$ cat src/design/rotation_matrix_to_quaternion_assert.svh
// Assertion macros for the rotation matrix to quaternion block.
`ifndef ROTATION_MATRIX_TO_QUATERNION_ASSERT_SVH
`define ROTATION_MATRIX_TO_QUATERNION_ASSERT_SVH

// Checked only outside reset.
`define RMQ_ASSERT(label, prop, msg) \
  label: assert property (@(posedge clk_i) disable iff (!rst_ni) prop) else $error(msg);

// Checked on every edge, reset included.
`define RMQ_ASSERT_ALWAYS(label, prop, msg) \
  label: assert property (@(posedge clk_i) prop) else $error(msg);

`endif

$ cat src/design/rmq_pkg.sv
package rmq_pkg;

  typedef struct packed {
    logic signed [15:0] m00;
    logic signed [15:0] m01;
    logic signed [15:0] m02;
    logic signed [15:0] m10;
    logic signed [15:0] m11;
    logic signed [15:0] m12;
    logic signed [15:0] m20;
    logic signed [15:0] m21;
    logic signed [15:0] m22;
  } mat_t;

  typedef struct packed {
    logic signed [15:0] rot_scalar;
    logic signed [15:0] rot_e1e2;
    logic signed [15:0] rot_e2e3;
    logic signed [15:0] rot_e3e1;
    logic               degenerate;
  } rot_t;

  localparam int unsigned ThrW    = 15;
  localparam int unsigned LanesN  = 4;
  localparam int unsigned MagW    = 19;            // component magnitude after scaling
  localparam int unsigned SqW     = 2 * MagW;
  localparam int unsigned SumW    = SqW + 2;
  localparam int unsigned RadW    = SumW + 16;     // radicand: sum of squares times 2^16
  localparam int unsigned RootW   = RadW / 2;
  localparam int unsigned RemW    = RadW + 2;
  localparam int unsigned QuoW    = 16;
  localparam int unsigned OqDepth = 64;
  localparam int unsigned OqAw    = 6;
  localparam int unsigned OqCntW  = OqAw + 1;
  localparam int unsigned CredW   = OqAw + 1;

endpackage

$ cat src/design/rmq_outq.sv
module rmq_outq (
  input  logic          clk_i,
  input  logic          rst_ni,
  input  logic          wr_i,
  input  rmq_pkg::rot_t wr_data_i,
  input  logic          pop_i,
  output logic          empty_o,
  output rmq_pkg::rot_t data_o
);
  import rmq_pkg::*;

  rot_t              mem [OqDepth];
  rot_t              head_q;
  logic              head_v_q;
  logic [OqAw-1:0]   wr_ptr_q, rd_ptr_q;
  logic [OqCntW-1:0] cnt_q;
  logic head_take, load_mem, to_head, wr_mem;

  // Refill the head from the memory first; bypass only when nothing is stored.
  assign head_take = !head_v_q || pop_i;
  assign load_mem  = head_take && cnt_q != '0;
  assign to_head   = wr_i && head_take && cnt_q == '0;
  assign wr_mem    = wr_i && !to_head;

  always_ff @(posedge clk_i or negedge rst_ni) begin
    if (!rst_ni) begin
      head_v_q <= 1'b0;
      wr_ptr_q <= '0;
      rd_ptr_q <= '0;
      cnt_q    <= '0;
    end else begin
      if (load_mem || to_head) begin
        head_v_q <= 1'b1;
      end else if (pop_i) begin
        head_v_q <= 1'b0;
      end
      if (wr_mem)   wr_ptr_q <= wr_ptr_q + 1'b1;
      if (load_mem) rd_ptr_q <= rd_ptr_q + 1'b1;
      cnt_q <= cnt_q + OqCntW'(wr_mem) - OqCntW'(load_mem);
    end
  end

  always_ff @(posedge clk_i) begin
    if (wr_mem) begin
      mem[wr_ptr_q] <= wr_data_i;
    end
    if (load_mem) begin
      head_q <= mem[rd_ptr_q];
    end else if (to_head) begin
      head_q <= wr_data_i;
    end
  end

  assign empty_o = !head_v_q;
  assign data_o  = head_q;

endmodule

$ cat config.mk
export PLATFORM = sky130hd
export DESIGN_NAME = rmq_outq
export DESIGN_NICKNAME = d
export VERILOG_FILES = /design/src/design/rotation_matrix_to_quaternion_assert.svh /design/src/design/rmq_pkg.sv /design/src/design/rmq_outq.sv
export SDC_FILE = /design/constraint.sdc
export NUM_CORES = 2
export LEC_CHECK = 0
export BUFFER_PORTS_ARGS = -buffer_cell sky130_fd_sc_hd__buf_4
export CAP_MARGIN = 25
export CORE_MARGIN = 2
export CORE_UTILIZATION = 35
export CTS_CLUSTER_DIAMETER = 150
export CTS_CLUSTER_SIZE = 40
export DETAILED_ROUTE_END_ITERATION = 10
export PLACE_DENSITY = 0.58
export SYNTH_ARGS = -nofsm -noshare
export SYNTH_HDL_FRONTEND = slang
export SYNTH_MEMORY_MAX_BITS = 65536
export SYNTH_SLANG_ARGS = --single-unit
$ cat constraint.sdc
create_clock -name clk_i -period 4.98 [get_ports clk_i]
set_clock_uncertainty 0.1 [all_clocks]
set_input_delay 0.747 -clock clk_i [delete_from_list [all_inputs] [get_ports clk_i]]
set_output_delay 0.747 -clock clk_i [all_outputs]
set_load 0.005 [all_outputs]
==> results.txt <==
Outcome = finished, final reports clean
Global-route wire length before repair = 649700 um
Grt total ovfl = 0
Final wirelength = 474200 um
Min-Delay Path Class = input port to flip-flop
XOR/XNOR Fraction of Synth Area = 0.0008092
GR Util All Layers = 0.1966
Number of synthesized flops with an enable pin = 4225
Clk_lat worst skew = 0.99 ns
Register area share after synthesis = 0.7845
Family with the most delay on the worst path = compound AO/OA/AOI/OAI gates
Bufs and invs on worst path = 2
Share of cells above drive strength 1 = 0.1947
Sequential share of power = 0.500
Post-route clock period utilization = 0.7720
DRT iter0 DRCs = 11060
Peak supply drop = 0.3702 mV
Avg Inst Size Synth = 21.96 um2
Mapped cell area = 162400 um2
Crit path cell chain = buf_4 -> mux4_2 -> mux2i_1 -> nor2_1 -> a2111oi_0 -> a2111oi_0 -> buf_4 -> a221o_1
Slew margin rel. = 0.2744
Post-CTS setup buffer count = 0
Static Leakage = 53.89 nW
H-tree depth = 3
Crit path largest cell delay = 1.06 ns
Simple-gate share of the synthesized area = 0.008439
Final layout net count = 7639
PostCTS Resize Cnt = 0
DRC viols = 0
Clock power frac = 0.175
Asr flop ratio synth = 0.004711
Initial antenna violation count = 34
Final Hold Fails = 0
Fin Setup TNS = 0 ns
CP Capture Type = flip-flop
Commonest non-fill, non-tap cell in the layout = edfxtp_1
Crit path depth = 8
Cts bufs inserted = 121
Crit Path Max Fanout = 31
Adder-Cell Fraction of Synth Area = 0.0009710
Crit. Startpoint = rd_ptr_q[0]
Synth unique cells = 56
Psw = 27.01 mW
Mux cell area share after synthesis = 0.1563
Setup violations, final = 0
DIE WIDTH = 685.1 um
Wire per inst = 34.40 um
CTS tree = built
R2R Setup Slk = 1.14 ns
Max Cap Viol = 0
Peak Freq = 260.1 MHz
Synth Net Count = 7476
Vias = 80056
Core Footprint = 462600 um2
Comb power frac = 0.325
Post-DP HPWL = 253500 um
Worst-Margin Slew = 1.086 ns
Slowest cell on crit path = dfrtp_4
FP Rows = 250
Pint = 56.56 mW
Most frequent cells in the layout = edfxtp_1, mux4_2, mux2i_1, buf_4, a21oi_1
Final min period = 3.845 ns
Synth warn = 0
CTS root buf = clkbuf_16
Critical Path AT = 4.46 ns
PD cells = 471.9 nW/um2
Hold Crit Start = wr_data_i[29]
Pre-antenna DRT Iters = 5
PortBufs = 134
I/O pins = 135
Setup ws final = 1.135 ns
Starting density of the core = 0.3509
Worst-case reg-to-reg path depth = 8
Antenna-violating nets left = 0
CTS sink count = 4245
WHS Path Cells = 1
Vias in the first global route = 78620
Largest net degree at the start of global routing = 102
Setup crit start kind = flip-flop
Reg clk slew, reported paths = 0.14 ns
Switching Share = 0.3232
RSZ-0062 raised after global routing = no
Die Area = 469300 um2
Main synth FF type = edfxtp_1
Worst Setup Path Type = flip-flop to flip-flop
Pre-CTS WS = 1.099 ns
Die Y-Extent = 685.1 um
Bufs on Longest Clock Path = 4
Largest family of logic cells by synthesized area = multiplexers
Hold_buf cts = 4
Seq cells post-synth = 4245
Final number of max-transition violations = 0
Post-DR vias/cell = 5.807
Syn Inst Count = 7395
P&R area growth vs syn = 9.075%
WP data required = 5.60 ns
GP Congestion = 0.7831
Compound-Gate Fraction of Synth Area = 0.03432
Reg2Reg Launch Point = rd_ptr_q[0]
-- power by group through the flow --
stage          Sequential [mW]  Combinational, mW  Clock, mW
2_1_floorplan             41.9               18.0          0
3_3_place_gp              42.6               27.1          0
3_5_place_dp              42.6               27.3          0
4_1_cts                   41.8               27.3       14.9
5_1_grt                   41.9               28.6       15.9
6_report                  41.8               27.2       14.6
-- cell usage after synthesis, drive strengths merged, types with 3 or more instances --
cell,count,area (um2)
a2111oi,24,222.7
a211oi,8,60.06
a21oi,203,1016
a221o,13,130.1
a221oi,32,280.3
a22o,3,26.28
a22oi,96,720.7
a31oi,3,18.77
a32oi,29,254.0
buf,280,1763
clkbuf,144,540.5
dfrtp,20,500.5
edfxtp,4225,126900
ha,11,137.6
inv,18,67.56
mux2i,746,7467
mux4,795,17900
nand2,100,375.4
nand2b,7,43.79
nand3,43,220.2
nand3b,8,63.81
nor2,127,479.2
nor2b,8,50.05
nor3,11,55.05
o2111ai,3,26.28
o211ai,16,120.1
o21ai,167,835.8
o221ai,165,1445
o22ai,48,306.5
o2bb2ai,3,26.28
or2,3,18.77
or3,5,31.28
xnor2,13,113.9
-- stage by stage --
stage	hold slack [ns]	power, mW	utilization	instances	area [um2]
after floorplan	0.3514	59.91	-	7395	162400
after global placement	0.4226	69.66	0.3755	13603	173700
after detailed placement	0.4510	69.90	0.3755	13605	173700
after CTS	0.004040	84.05	0.3827	13770	177100
after global routing	0.03616	86.36	0.3827	13775	177100
final	0.07115	83.57	0.3828	13786	177100
-- cell type report --
cell class,count,area [um2]
fill,40898,285500
sequential,4245,127400
multi-input combinational,2708,33190
tap,6174,7725
timing repair buffer,464,5390
clock buffer,153,3169
clock inverter,8,118.9
inverter,18,72.57
antenna,16,40.04
-- path summary, 6_finish.rpt --
path	end
setup / recovery	data_o[8]
hold / removal	mem[49][29]
setup reg to reg	data_o[8]
hold reg to reg	cnt_q[0]
max in group asynchronous	rd_ptr_q[3]
min in group asynchronous	rd_ptr_q[4]
-- metal layers --
| metal | part of all wire | GRT usage | up-vias |
|---|---|---|---|
| li1 | - | - | 31265 |
| met1 | 0.40 | 0.2704 | 44426 |
| met2 | 0.49 | 0.3321 | 3794 |
| met3 | 0.080 | 0.02611 | 561 |
| met4 | 0.028 | 0.04775 | 10 |
| met5 | 0.00011 | 0 | - |
-- registers in the layout, indices dropped and copies added, names as in the netlist --
name,cells
wr_ptr_q,6
head_v_q,1
rd_ptr_q,6
data_o,65
cnt_q,7
mem,4160
-- kinds of logic (layout without fill, tap and decap cells) --
family                     count (synthesis)  count (layout)
DFF                                     4245            4245
muxes                                   1542            1542
AOI/OAI and AO/OA                        823             823
buffers and inverters                    442             643
and+or+nand+nor                          316             316
xor gates and xnor gates                  15              15
adders and majority gates                 12              12
other                                      0              16
Note: power is estimated with default switching activity, not from simulation.
