## src/design/rotation_matrix_to_quaternion_assert.svh

```systemverilog
// Assertion macros for the rotation matrix to quaternion block.
`ifndef ROTATION_MATRIX_TO_QUATERNION_ASSERT_SVH
`define ROTATION_MATRIX_TO_QUATERNION_ASSERT_SVH

// Checked only outside reset.
`define RMQ_ASSERT(label, prop, msg) \
  label: assert property (@(posedge clk_i) disable iff (!rst_ni) prop) else $error(msg);

// Checked on every edge, reset included.
`define RMQ_ASSERT_ALWAYS(label, prop, msg) \
  label: assert property (@(posedge clk_i) prop) else $error(msg);

`endif

```

## src/design/rmq_pkg.sv

```systemverilog
package rmq_pkg;

  typedef struct packed {
    logic signed [15:0] m00;
    logic signed [15:0] m01;
    logic signed [15:0] m02;
    logic signed [15:0] m10;
    logic signed [15:0] m11;
    logic signed [15:0] m12;
    logic signed [15:0] m20;
    logic signed [15:0] m21;
    logic signed [15:0] m22;
  } mat_t;

  typedef struct packed {
    logic signed [15:0] rot_scalar;
    logic signed [15:0] rot_e1e2;
    logic signed [15:0] rot_e2e3;
    logic signed [15:0] rot_e3e1;
    logic               degenerate;
  } rot_t;

  localparam int unsigned ThrW    = 15;
  localparam int unsigned LanesN  = 4;
  localparam int unsigned MagW    = 19;            // component magnitude after scaling
  localparam int unsigned SqW     = 2 * MagW;
  localparam int unsigned SumW    = SqW + 2;
  localparam int unsigned RadW    = SumW + 16;     // radicand: sum of squares times 2^16
  localparam int unsigned RootW   = RadW / 2;
  localparam int unsigned RemW    = RadW + 2;
  localparam int unsigned QuoW    = 16;
  localparam int unsigned OqDepth = 64;
  localparam int unsigned OqAw    = 6;
  localparam int unsigned OqCntW  = OqAw + 1;
  localparam int unsigned CredW   = OqAw + 1;

endpackage

```

## src/design/rmq_fifo.sv

```systemverilog
module rmq_fifo #(
  parameter int unsigned Width = 80
) (
  input  logic             clk_i,
  input  logic             rst_ni,
  input  logic             push_i,
  input  logic [Width-1:0] data_i,
  output logic             full_o,
  input  logic             pop_i,
  output logic             valid_o,
  output logic [Width-1:0] data_o
);
  import rmq_pkg::*;

  logic [Width-1:0] slot_q [2];
  logic       wr_ptr_q, rd_ptr_q;
  logic [1:0] cnt_q, cnt_d;
  logic       do_push, do_pop;

  assign full_o  = cnt_q == 2'd2;
  assign valid_o = cnt_q != 2'd0;
  assign data_o  = slot_q[rd_ptr_q];
  assign do_push = push_i && !full_o;
  assign do_pop  = pop_i && valid_o;

  always_comb begin
    cnt_d = cnt_q;
    if (do_push && !do_pop) begin
      cnt_d = cnt_q + 2'd1;
    end else if (do_pop && !do_push) begin
      cnt_d = cnt_q - 2'd1;
    end
  end

  always_ff @(posedge clk_i or negedge rst_ni) begin
    if (!rst_ni) begin
      cnt_q    <= '0;
      wr_ptr_q <= 1'b0;
      rd_ptr_q <= 1'b0;
    end else begin
      cnt_q <= cnt_d;
      if (do_push) wr_ptr_q <= !wr_ptr_q;
      if (do_pop)  rd_ptr_q <= !rd_ptr_q;
    end
  end

  always_ff @(posedge clk_i) begin
    if (do_push) begin
      slot_q[wr_ptr_q] <= data_i;
    end
  end

endmodule

```

## config.mk

```make
export PLATFORM = sky130hd
export DESIGN_NAME = rmq_fifo
export DESIGN_NICKNAME = d
export VERILOG_FILES = /design/src/design/rotation_matrix_to_quaternion_assert.svh /design/src/design/rmq_pkg.sv /design/src/design/rmq_fifo.sv
export SDC_FILE = /design/constraint.sdc
export NUM_CORES = 1
export LEC_CHECK = 0
export BUFFER_PORTS_ARGS = -buffer_cell sky130_fd_sc_hd__buf_4
export CORE_MARGIN = 2
export CORE_UTILIZATION = 30
export CTS_CLUSTER_SIZE = 10
export DETAILED_ROUTE_END_ITERATION = 10
export PLACE_DENSITY_LB_ADDON = 0.05
export SLEW_MARGIN = 20
export SYNTH_ARGS = -nofsm -noshare
export SYNTH_HDL_FRONTEND = slang
export SYNTH_SLANG_ARGS = --single-unit
```

## constraint.sdc

```tcl
create_clock -name clk_i -period 4.6 [get_ports clk_i]
set_clock_uncertainty 0.15 [all_clocks]
set_input_delay 0.23 -clock clk_i [delete_from_list [all_inputs] [get_ports clk_i]]
set_output_delay 0.23 -clock clk_i [all_outputs]
set_load 0.02 [all_outputs]
```

==> summary.txt, run 1 <==
Pre-antenna DRT Iters -> 4
Hold depth -> 3
Initial DRC Count -> 154
R2R Setup Slk -> 2.27 ns
Starting Density -> 0.3042
Total wire length -> 12760 µm
Vias in the first global route -> 3583
Core Region -> 20960 µm²
Reg-to-Reg End -> slot_q[1][38]
Total gr overflow -> 0
Initial antenna violation count -> 0
Power Total -> 5.740 mW
Total track usage -> 0.1148
Distinct cells, synth -> 16
Final Critical Period -> 2.451 ns
GRT met3 Usage -> 0.03841
Syn Nets -> 353
Post-synthesis cell count -> 268
Clock sink count -> 164
Hold Slack -> 0.05148 ns
Clock Tree Root -> clkbuf_16
Non-Filler Instances -> 819
RSZ-0062 raised after global routing -> no
Hpwl dp -> 7855 µm
Die height -> 149.8 µm
Setup Total Neg Slack -> 0 ns
Global Route met1 Usage -> 0.1377
Seq. cell area -> 4908 µm²
Grt peak-use layer -> met2
Period utilization -> 0.5328
Worst slew pin tran -> 0.8933 ns
Setup bufs post-CTS -> 0
Cts bufs inserted -> 17
Clk slew on worst S/H paths -> 0.06 ns
Pleak -> 3.689 nW
Critical Path End Type -> primary output
Final Max Slew Viols -> 0
CP arrival -> 2.07 ns
Worst slew margin -> 0.4045
Die W -> 149.8 µm
CTS tree -> done
Worst r2r src -> cnt_q[0]
Hold Crit Class -> in2reg
Global-route wire length before repair -> 18820 µm
Max Buffers Root-to-Sink -> 2
I/O Buffers -> 165
Commonest non-fill, non-tap cell in the layout -> buf_4
Worst Hold Endpoint -> wr_ptr_q
Ports -> 166
Register area share after synthesis -> 0.7695
Area grow syn2layout -> 45.41%
Final hold violation count -> 0
Largest net degree at the start of global routing -> 70
Peak VDD IR -> 0.0004581 V
Drt wl/cell -> 15.58 µm
Met2 Resource Use GR -> 0.1904
Full die area -> 22430 µm²
Post-cts gate resize count -> 0
Synth Area per Inst -> 23.78 µm²
Worst skew pair latency -> 0.41 ns
Max-Cap Viols -> 0
Critical path type -> reg2out
DP Cell Count -> 703
R2R depth -> 3
Routed vias/inst -> 4.059
Hold Crit Start -> push_i
Commonest cells after routing, fill and taps aside -> buf_4 (168), edfxtp_1 (160), dlygate4sd3_1 (83), mux2_4 (79), clkbuf_16 (17)
DRC -> 0
ANT nets after route -> 0
Final core occ -> 0.4423
Fmax -> 0.4080 GHz
Htree depth -> 4
Worst-path fanout max -> 69
Final setup fails -> 0
Outcome -> finished clean
Layout cells sized above 1 -> 0.5193
Type of origin of the critical path -> flip-flop
Number of synthesized register bits -> 164
Fill cells -> 1943
Vias -> 3324
# rows -> 53
Area occupied by multi-input gates -> 1303 µm²
PwrDens -> 619.4 nW/µm²
Crit path required time -> 4.22 ns
Synth warn -> 0
Synthesized area -> 6374 µm²
GPL Wtd Cong -> 0.6910
Fin nets -> 615
[power breakdown]
part / switching, mW / internal [mW]
combinational: 1.10 / 1.07
sequential: 0.115 / 2.05
clock: 0.560 / 0.850
[worst max path at each step]
stage                  start             to  slack (ns)  cells past startpoint
CTS                 rd_ptr_q     data_o[21]        2.11                      3
detailed placement  cnt_q[0]  slot_q[1][43]        2.18                      3
finish              rd_ptr_q     data_o[20]        2.15                      3
global placement    cnt_q[0]  slot_q[1][43]        2.23                      3
floorplan           cnt_q[0]   slot_q[0][0]        1.31                      3
global route        rd_ptr_q     data_o[17]        2.06                      3
[sequential cells by signal, summed over array words and instances (netlist names)]
register  count
cnt_q         2
rd_ptr_q      1
slot_q      160
wr_ptr_q      1
[logic make-up (layout without fill, tap and decap cells)]
group / Yosys count / in the layout / share of synthesized area
adder cells (fa/ha/maj): 1 / 1 / 0.001963
AND/OR/NAND/NOR: 7 / 7 / 0.005695
flip-flops: 164 / 164 / 0.7695
buffers and inverters: 11 / 286 / 0.02807
XOR/XNOR: 5 / 5 / 0.006872
multiplexers: 80 / 80 / 0.1879
other: 0 / 1 / 0
[layer usage]
| metal | wire (µm) | vias up |
|---|---|---|
| li1 | - | 1577 |
| met1 | 5498 | 1639 |
| met2 | 6405 | 97 |
| met3 | 693 | 11 |
| met4 | 161 | 0 |
| met5 | 0 | - |
[critical path: stages, from the launching register on]
cell and delay [ns]:
dfrtp_4 0.59, buf_12 0.49, mux2_4 0.36, buf_4 0.16
[metrics by stage]
step / setup slack (ns) / cell area (µm²)
after floorplan: 1.314 / 6376
after global routing: 2.057 / 9265
after detailed placement: 2.181 / 7844
after global placement: 2.231 / 7844
final: 2.149 / 9268
after CTS: 2.109 / 9265
[Yosys cell counts, drive strengths merged]
cell	number	share of area
edfxtp	160	0.75
mux2	80	0.19
buf	9	0.027
dfrtp	4	0.016
xnor2	3	0.0041
inv	2	0.0012
nand2	2	0.0016
nor2	2	0.0012
xor2	2	0.0027
and3	1	0.00098
ha	1	0.0020
nand2b	1	0.00098
or2	1	0.00098
[what timing repair did]
item,in CTS,in global routing
hold buffers,83,0
setup endpoints to repair,0,0
endpoints found under the hold margin,165,0
[area by class of cell]
type,count,area share
timing repair buffer,252,0.2279
multi-input combinational,93,0.1405
clock inverter,14,0.01742
clock buffer,18,0.04631
tap,275,0.03713
antenna,1,0.0002700
sequential,164,0.5296
inverter,2,0.0008100
No activity file was read; power rests on OpenSTA's default activity.
==> inputs of run 2 (changes only) <==
- clock period: 4.6 -> 2.4 ns (I/O delays scaled with it)
==> run 2 against run 1 <==
Routed wire length fell by 0.96%. Hold slack better by 0.22 ns. Critical path depth unchanged. Count of clock-buffer cells in the layout rose by 3. Final cell count grew 0.61%. Register-to-register slack got worse by 1.6 ns. Clock power rose by 85%. Via count up 0.48%. Die area unchanged. First-iteration DRC count decreased by 40%. Sequential cell count stayed put. Largest power group unchanged. Highest routed layer unchanged.
==> summary.txt, run 2 (same netlist as run 1, synthesis figures left out) <==
Outcome -> finished clean
Total wire length -> 12640 µm
# rows -> 53
R2R depth -> 4
Critical path type -> reg2out
Clock Tree Root -> clkbuf_16
Diode count -> 0
Post-cts gate resize count -> 0
Drt wl/cell -> 15.34 µm
Routed vias/inst -> 4.053
Final setup fails -> 0
Pre-antenna DRT Iters -> 4
Die W -> 149.8 µm
ANT nets after route -> 0
I/O Buffers -> 165
Clock sink count -> 164
Initial antenna violation count -> 0
Peak VDD IR -> 0.0004939 V
Worst slew pin tran -> 0.4064 ns
Hold depth -> 2
Max FFs per register -> 160
Top reg by flops -> slot_q
Period utilization -> 0.8938
Total gr overflow -> 0
CTS tree -> done
Max-Cap Viols -> 0
Cts bufs inserted -> 17
Critical Path End Type -> primary output
Grt peak-use layer -> met2
Setup Total Neg Slack -> 0 ns
Final Max Slew Viols -> 0
Total track usage -> 0.1144
Die height -> 149.8 µm
CP arrival -> 1.88 ns
Initial DRC Count -> 93
GRT met3 Usage -> 0.03689
Global Route met1 Usage -> 0.1399
Fmax -> 0.4662 GHz
PwrDens -> 1180 nW/µm²
GPL Wtd Cong -> 0.6891
Clk slew on worst S/H paths -> 0.07 ns
Crit path required time -> 2.13 ns
Final hold violation count -> 0
Starting Density -> 0.3042
Reg-to-Reg End -> slot_q[0][42]
Core Region -> 20960 µm²
Vias in the first global route -> 3485
Max Buffers Root-to-Sink -> 2
Hold Crit Start -> data_i[5]
Worst slew margin -> 0.7291
Hpwl dp -> 8105 µm
Global-route wire length before repair -> 18840 µm
Worst-path fanout max -> 27
Largest net degree at the start of global routing -> 54
Hold Crit Class -> in2reg
Area grow syn2layout -> 46.41%
Met2 Resource Use GR -> 0.1890
Layout cells sized above 1 -> 0.5228
Commonest non-fill, non-tap cell in the layout -> buf_4
Fin nets -> 621
Type of origin of the critical path -> flip-flop
RSZ-0062 raised after global routing -> no
Ports -> 166
DP Area -> 7921 µm²
Full die area -> 22430 µm²
Fill cells -> 1885
Worst r2r src -> cnt_q[0]
Worst Hold Endpoint -> slot_q[0][5]
Commonest cells after routing, fill and taps aside -> buf_4 (170), edfxtp_1 (160), dlygate4sd3_1 (84), mux2_4 (79), clkbuf_16 (17)
Vias -> 3340
Final Critical Period -> 2.145 ns
DRC -> 0
Htree depth -> 4
Cell area after layout -> 9331 µm²
Pleak -> 3.714 nW
Setup bufs post-CTS -> 0
Worst skew pair latency -> 0.41 ns
Largest registers -> slot_q (160), cnt_q (2)
R2R Setup Slk -> 0.66 ns
==> run 2: critical path, stage by stage (launching register included) <==
cell     delay (ns)
dfrtp_4        0.66
buf_12         0.29
mux2_4         0.33
buf_4          0.16
==> run 2: worst max path at each step <==
| stage | endpoint | cells past startpoint | slack (ns) | startpoint |
|---|---|---|---|---|
| after floorplan | slot_q[0][0] | 3 | 0.005 | cnt_q[0] |
| after global placement | slot_q[0][29] | 4 | 0.65 | cnt_q[0] |
| after detailed placement | slot_q[0][70] | 4 | 0.63 | cnt_q[0] |
| after CTS | data_o[26] | 3 | 0.21 | rd_ptr_q |
| after global routing | data_o[64] | 3 | 0.17 | rd_ptr_q |
| final | data_o[79] | 3 | 0.25 | rd_ptr_q |
==> run 2: area by class of cell <==
cell class / instances / area (µm²) / share of cell area
flip-flops and latches: 164 / 4908 / 0.5260
repair buffers: 258 / 2197 / 0.2355
multi-input cells: 93 / 1305 / 0.1398
clock buffers: 21 / 440.4 / 0.04720
well taps: 275 / 344.1 / 0.03687
clock inverters: 11 / 128.9 / 0.01381
inverters: 2 / 7.507 / 0.0008045
==> run 2: per-layer routing <==
layer	vias to the layer above	part of all wire
met5	-	0
met4	0	0.013
met3	11	0.053
met2	96	0.50
met1	1640	0.43
li1	1593	-
==> run 2: power by group <==
part,internal (mW),switching (mW),total [mW]
registers,3.92,0.247,4.17
logic,2.14,2.09,4.24
clock network,1.54,1.07,2.61
==> run 2: metrics by stage <==
| step | utilization | hold WS, ns | cells | setup slack [ns] | power (mW) |
|---|---|---|---|---|---|
| 2_1_floorplan | - | -0.3256 | 268 | 0.004729 | 7.080 |
| 3_3_place_gp | 0.3780 | -0.2263 | 708 | 0.6469 | 8.431 |
| 3_5_place_dp | 0.3780 | -0.2288 | 708 | 0.6349 | 8.464 |
| 4_1_cts | 0.4453 | 0.2492 | 824 | 0.2134 | 11.23 |
| 5_1_grt | 0.4453 | 0.2558 | 824 | 0.1748 | 11.56 |
| 6_report | 0.4453 | 0.2762 | 824 | 0.2548 | 11.02 |
==> run 2: repair_timing <==
action	4_1_cts	5_1_grt
endpoints found under the setup margin	0	0
hold buffers	84	0
endpoints found under the hold margin	166	0
